<file path="src/assert_macros.svh">
// Assertion macros for the RTL of the hash map block.
// Expects clk and arst_n in the scope of use.
`ifndef ASSERT_MACROS_SVH
`define ASSERT_MACROS_SVH

// Same-cycle implication, disabled during reset.
`define LPHM_ASSERT_NOW(lbl, ante, cons) \
	lbl: assert property (@(posedge clk) disable iff (!arst_n) (ante) |-> (cons)) \
		else $error("assertion failed");

// Next-cycle implication, disabled during reset.
`define LPHM_ASSERT_NEXT(lbl, ante, cons) \
	lbl: assert property (@(posedge clk) disable iff (!arst_n) (ante) |=> (cons)) \
		else $error("assertion failed");

`endif

</file>
<file path="src/lphm_pkg.sv">
// Package for the linear probing hash map: widths, status codes, shared structs.
// No dependencies.
`timescale 1ns / 1ps

package lphm_pkg;

	localparam int SLOT_BITS_DEF = 13;
	localparam int KEY_W         = 32;
	localparam int VAL_W         = 8;
	localparam int STATUS_W      = 3;
	localparam int FILL_W        = 14;

	localparam logic [FILL_W-1:0] FILL_MAX = '1;

	localparam logic OP_INSERT = 1'b0;
	localparam logic OP_LOOKUP = 1'b1;

	typedef enum logic [STATUS_W-1:0] {
		ST_INSERTED = 3'd0,
		ST_PRESENT  = 3'd1,
		ST_FULL     = 3'd2,
		ST_FOUND    = 3'd3,
		ST_MISSING  = 3'd4,
		ST_ZERO     = 3'd5
	} status_t;

	// write enables from the sequencer to the slot store
	typedef struct packed {
		logic key_we;
		logic val_we;
	} mem_ctl_t;

	// one finished result word
	typedef struct packed {
		status_t           status;
		logic [VAL_W-1:0]  found_value;
		logic [FILL_W-1:0] fill_count;
	} res_t;

endpackage

</file>
<file path="src/lphm_probe_fsm.sv">
// Probe sequencer: clearing sweep, slot-by-slot probe with one shared key compare,
// fill counter. Depends on lphm_pkg.
`timescale 1ns / 1ps

module lphm_probe_fsm #(
	parameter int SLOT_BITS = lphm_pkg::SLOT_BITS_DEF
) (
	input  logic                       clk,
	input  logic                       arst_n,
	input  logic                       req_valid,
	output logic                       req_ready,
	input  logic                       req_op,
	input  logic [lphm_pkg::KEY_W-1:0] req_key,
	input  logic [lphm_pkg::VAL_W-1:0] req_value,
	output logic                       res_valid,
	input  logic                       res_take,
	output lphm_pkg::res_t             res,
	output lphm_pkg::mem_ctl_t         mem_ctl,
	output logic [SLOT_BITS-1:0]       waddr,
	output logic [SLOT_BITS-1:0]       raddr,
	output logic [lphm_pkg::KEY_W-1:0] wkey,
	output logic [lphm_pkg::VAL_W-1:0] wval,
	input  logic [lphm_pkg::KEY_W-1:0] rkey,
	input  logic [lphm_pkg::VAL_W-1:0] rval
);

	localparam int CNT_W = SLOT_BITS + 1;
	localparam int CMP_W = (CNT_W > lphm_pkg::FILL_W) ? CNT_W : lphm_pkg::FILL_W;

	typedef enum logic [3:0] {
		S_CLEAR = 4'b0001,
		S_IDLE  = 4'b0010,
		S_CHECK = 4'b0100,
		S_DONE  = 4'b1000
	} state_t;

	state_t                     state_q;
	logic [SLOT_BITS-1:0]       clr_q;
	logic [SLOT_BITS-1:0]       addr_q;
	logic [SLOT_BITS-1:0]       n_q;
	logic [CNT_W-1:0]           cnt_q;
	logic                       op_q;
	logic [lphm_pkg::KEY_W-1:0] key_q;
	logic [lphm_pkg::VAL_W-1:0] val_q;
	lphm_pkg::status_t          status_q;
	logic [lphm_pkg::VAL_W-1:0] found_q;

	logic                       accept;
	logic                       hit_empty;
	logic                       hit_match;
	logic                       last_probe;
	logic [SLOT_BITS-1:0]       next_addr;
	logic                       do_insert;

	assign req_ready  = (state_q == S_IDLE);
	assign accept     = req_valid && req_ready;
	assign hit_empty  = (rkey == '0);
	assign hit_match  = (rkey == key_q);
	assign last_probe = (n_q == '1);
	assign next_addr  = addr_q + SLOT_BITS'(1);
	assign do_insert  = (state_q == S_CHECK) && (op_q == lphm_pkg::OP_INSERT) && hit_empty;

	// read address runs one slot ahead so the next slot's key is ready as each probe finishes
	assign raddr = (state_q == S_IDLE) ? req_key[SLOT_BITS-1:0] : next_addr;

	always_comb begin
		mem_ctl.key_we = (state_q == S_CLEAR) || do_insert;
		mem_ctl.val_we = do_insert;
		waddr          = (state_q == S_CLEAR) ? clr_q : addr_q;
		wkey           = (state_q == S_CLEAR) ? '0 : key_q;
		wval           = val_q;
	end

	always_ff @(posedge clk or negedge arst_n) begin
		if (!arst_n) begin
			state_q <= S_CLEAR;
			clr_q   <= '0;
			cnt_q   <= '0;
			n_q     <= '0;
		end else begin
			case (state_q)
				S_CLEAR: begin
					clr_q <= clr_q + SLOT_BITS'(1);
					if (clr_q == '1) begin
						state_q <= S_IDLE;
					end
				end
				S_IDLE: begin
					n_q <= '0;
					if (accept) begin
						state_q <= (req_key == '0) ? S_DONE : S_CHECK;
					end
				end
				S_CHECK: begin
					if (hit_empty || hit_match || last_probe) begin
						state_q <= S_DONE;
					end else begin
						n_q <= n_q + SLOT_BITS'(1);
					end
					if (do_insert) begin
						cnt_q <= cnt_q + CNT_W'(1);
					end
				end
				S_DONE: begin
					if (res_take) begin
						state_q <= S_IDLE;
					end
				end
				default: begin
					state_q <= S_IDLE;
				end
			endcase
		end
	end

	always_ff @(posedge clk) begin
		if (state_q == S_IDLE && accept) begin
			op_q     <= req_op;
			key_q    <= req_key;
			val_q    <= req_value;
			addr_q   <= req_key[SLOT_BITS-1:0];
			found_q  <= '0;
			status_q <= lphm_pkg::ST_ZERO;
		end else if (state_q == S_CHECK) begin
			addr_q <= next_addr;
			if (hit_match) begin
				if (op_q == lphm_pkg::OP_INSERT) begin
					status_q <= lphm_pkg::ST_PRESENT;
				end else begin
					status_q <= lphm_pkg::ST_FOUND;
					found_q  <= rval;
				end
			end else if (hit_empty) begin
				status_q <= (op_q == lphm_pkg::OP_INSERT) ? lphm_pkg::ST_INSERTED
					: lphm_pkg::ST_MISSING;
			end else if (last_probe) begin
				status_q <= (op_q == lphm_pkg::OP_INSERT) ? lphm_pkg::ST_FULL
					: lphm_pkg::ST_MISSING;
			end
		end
	end

	assign res_valid       = (state_q == S_DONE);
	assign res.status      = status_q;
	assign res.found_value = found_q;
	assign res.fill_count  = (CMP_W'(cnt_q) > CMP_W'(lphm_pkg::FILL_MAX)) ? lphm_pkg::FILL_MAX
		: lphm_pkg::FILL_W'(cnt_q);

endmodule

</file>
<file path="config.mk">
export PLATFORM = sky130hd
export DESIGN_NAME = lphm_probe_fsm
export DESIGN_NICKNAME = d
export VERILOG_FILES = /design/src/assert_macros.svh /design/src/lphm_pkg.sv /design/src/lphm_probe_fsm.sv
export SDC_FILE = /design/constraint.sdc
export NUM_CORES = 1
export LEC_CHECK = 0
export BUFFER_PORTS_ARGS = -buffer_cell sky130_fd_sc_hd__buf_2
export CAP_MARGIN = 25
export CORE_MARGIN = 3
export CORE_UTILIZATION = 46
export DETAILED_ROUTE_END_ITERATION = 8
export PLACE_DENSITY = 0.86
export SLEW_MARGIN = 20
export SYNTH_ARGS = -nofsm -noshare
export SYNTH_HDL_FRONTEND = slang
export SYNTH_SLANG_ARGS = --single-unit
</file>
<file path="constraint.sdc">
create_clock -name clk -period 2.8 [get_ports clk]
set_input_delay 0.14 -clock clk [delete_from_list [all_inputs] [get_ports clk]]
set_output_delay 0.14 -clock clk [all_outputs]
set_load 0.02 [all_outputs]
</file>
==> flow_summary.ini <==
[status]
status = finished, final reports clean

[hold_path]
hp-class = input pin to register

[clock_tree]
cts_tree = built
numCtsBuffers = 9
cts_setup_buffers = 0
cts.sinks = 109
cts_root_buf = clkbuf_16
clkTransAtPathRegs_ps = 70
clockBufferDepth = 2
worstSkewPairLatency_ps = 350
htree_num_levels = 3

[worst_setup_path]
ff2ff_path_depth = 6
r2r-start = key_q[24]
worstReg2RegEnd = status_q[1]
crit_end = status_q[1]
r2r_setup_slack_ps = 250
path_cells = xnor2_1 > nand4_1 > nor4_1 > nand2_1 > mux2_2 > o221a_2
endpoint_kind = register
crit_fanout = 7
worstPathRequired_ps = 3040
worstSetupStartpoint = key_q[24]
crit_type = register to register
cp.arrival_ps = 2790
cp_slowest_cell = nor4_1
cp-start-kind = register
critical_path.max_stage_delay_ps = 610

[routing]
totalWireLength_um = 16200
first_iter_violations = 473
wl_per_cell_um = 18.8
vias_per_cell = 5.72
ant_nets = 0
drcViolationCount = 0
vias = 4929
drt_pass1_iterations = 5

[synth]
syn_inst = 519
synth_nets = 608
synth-edff-count = 54
synth-seq-cells = 109
yosysWarningCount = 0
netlist_area_um2 = 5540
ys_top_cells_by_count = 54 x edfxtp_1, 52 x nand2_1, 51 x xnor2_1
async_flop_share = 0.404
synth_area_per_cell_um2 = 10.7
synthFlopType = edfxtp_1
synth_top_area_frac = 0.293
yosysSeqAreaShare = 0.532
yosys.area.top_type = edfxtp_1
synth_most_common_cell = edfxtp_1
synth_area_leaders = edfxtp_1 29%, dfrtp_1 19%, xnor2_1 8.1%
ys_types = 51

[power]
p_seq_frac = 0.540
p_leak_nw = 3.20
p_sw_uw = 737
power_density_nw_per_um2 = 443
intPower_mw = 2.42
max-vdd-ir-drop_mv = 0.248
comb_power_share = 0.072
switching_share = 0.233
pwr-share-clk = 0.388

[final_layout]
diodes = 0
num-fill-cells = 908
syn_to_final_growth_pct = 28.9
layout.nets = 803
final_util = 0.615
drive_gt1_frac = 0.327

[timing]
max_freq_ghz = 0.393
layout_min_cycle_time_ps = 2550
min_period_over_period = 0.909
finalSetupTns_ps = 0
finalSetupViolations = 0
skew_ps = 8.39
fin_ws_ps = 255
final_max_slew_viol_count = 0
max_slew_margin = 0.463
finalHoldViolations = 0
hold_ws_ps = 11.4
tightest_slew_ps = 794
rsz0062_at_grt = false

[global_routing]
antenna_found_initial = 0
grt_pass1_vias = 4769
grt_max_degree = 45
grt.total_usage = 0.239
globalRouteOverflowTotal = 0
grt_pass1_wl_um = 24800

[die]
die_area_um2 = 13400
core_area_um2 = 11600
fp.dieW_um = 116
die_y_um = 116
rows = 39
initial_core_util = 0.477
io_pins = 180

[place]
port_buffers = 179
place_ws_ps = 194
dpl.hpwl_um = 12000
routabilityCongestion = 0.959

[flow_run]
cap_viol_max_count = 0
[cell families (layout without fill, tap and decap cells)]
family / after synthesis / after routing / share of synthesized area
and+or+nand+nor: 216 / 216 / 0.207
DFF: 109 / 109 / 0.532
xor gates and xnor gates: 68 / 68 / 0.109
AOI/OAI and AO/OA: 51 / 51 / 0.0560
buffers and inverters: 43 / 243 / 0.0339
muxes: 28 / 28 / 0.0540
adders and majority gates: 4 / 4 / 0.00904
[worst max-delay path: cells and delay by family, from the launching register on]
family | cells | cell delay, ps
simple gates | 3 | 1140
flops | 1 | 440
mux | 1 | 380
compound gates | 1 | 240
xor+xnor | 1 | 230
[sequential cells by signal, indices dropped and copies added, names as in the netlist]
signal    flops
clr_q        13
n_q          13
addr_q       13
wval          8
found_q       8
state_q       4
op_q          1
status_q      3
cnt_q        14
key_q        32
[area by class of cell]
cell class | instances | area [um^2] | area share
Tap cell | 143 | 179 | 0.0251
Clock inverter | 6 | 53.8 | 0.00753
Timing Repair Buffer | 217 | 1270 | 0.178
Inverter | 10 | 46.3 | 0.00648
Sequential cell | 109 | 2940 | 0.412
Clock buffer | 10 | 229 | 0.0321
Multi-Input combinational cell | 367 | 2420 | 0.339
[repair_timing]
action	in CTS	in global routing
hold endpoints to repair	58	0
setup endpoints to repair	0	2
resized for setup	0	1
hold buffers	26	0
[layout by cell type, fill, tap and decap left out, types with 3 or more instances in the layout]
| cell type | synthesis | layout |
|---|---|---|
| or3_1 | 3 | 3 |
| ha_1 | 4 | 4 |
| nand4_1 | 24 | 24 |
| nor2_1 | 41 | 41 |
| buf_2 | 2 | 179 |
| edfxtp_1 | 54 | 54 |
| xnor2_1 | 51 | 51 |
| nor4_1 | 18 | 18 |
| dfrtp_1 | 43 | 43 |
| xor2_1 | 16 | 16 |
| and3_1 | 8 | 8 |
| clkbuf_16 | 0 | 9 |
| dfxtp_1 | 11 | 11 |
| nor2b_1 | 33 | 33 |
| nand2_1 | 52 | 52 |
| a21oi_1 | 31 | 31 |
| mux2i_1 | 13 | 13 |
| inv_1 | 8 | 7 |
| buf_4 | 1 | 10 |
| nor3_1 | 5 | 5 |
| nand3_1 | 13 | 13 |
| o21ai_0 | 8 | 8 |
| mux2_2 | 15 | 15 |
| dlygate4sd3_1 | 0 | 26 |
[metal layers]
layer | up-vias | track usage | part of all wire
met2 | 316 | 0.413 | 0.49
met4 | 0 | 0.0812 | 0.033
li1 | 2220 | - | -
met5 | - | 0 | 0
met3 | 52 | 0.0496 | 0.086
met1 | 2341 | 0.302 | 0.40
[per-stage QoR]
step	instances	total power [mW]	instance area, um^2
6_report	862	3.16	7140
5_1_grt	862	3.26	7140
3_5_place_dp	819	1.93	6570
3_3_place_gp	819	1.92	6570
4_1_cts	861	3.16	7120
2_1_floorplan	519	1.80	5540
[power groups by stage]
stage | logic, mW | clock network, mW | registers [mW]
floorplan | 0.0675 | 0 | 1.74
global placement | 0.181 | 0 | 1.74
detailed placement | 0.189 | 0 | 1.74
CTS | 0.219 | 1.24 | 1.71
global route | 0.246 | 1.30 | 1.71
finish | 0.227 | 1.23 | 1.71
[how the worst min path moves through the flow]
stage,cells after the start,slack (ps),end,from
after floorplan,0,-160,clr_q[0],arst_n
after global placement,1,320,wval[5],req_value[5]
after detailed placement,1,320,wval[1],req_value[1]
after CTS,1,3,key_q[15],req_key[15]
after global routing,1,3,key_q[15],req_key[15]
final,1,10,key_q[15],req_key[15]
Power figures use the tool's default switching activity.
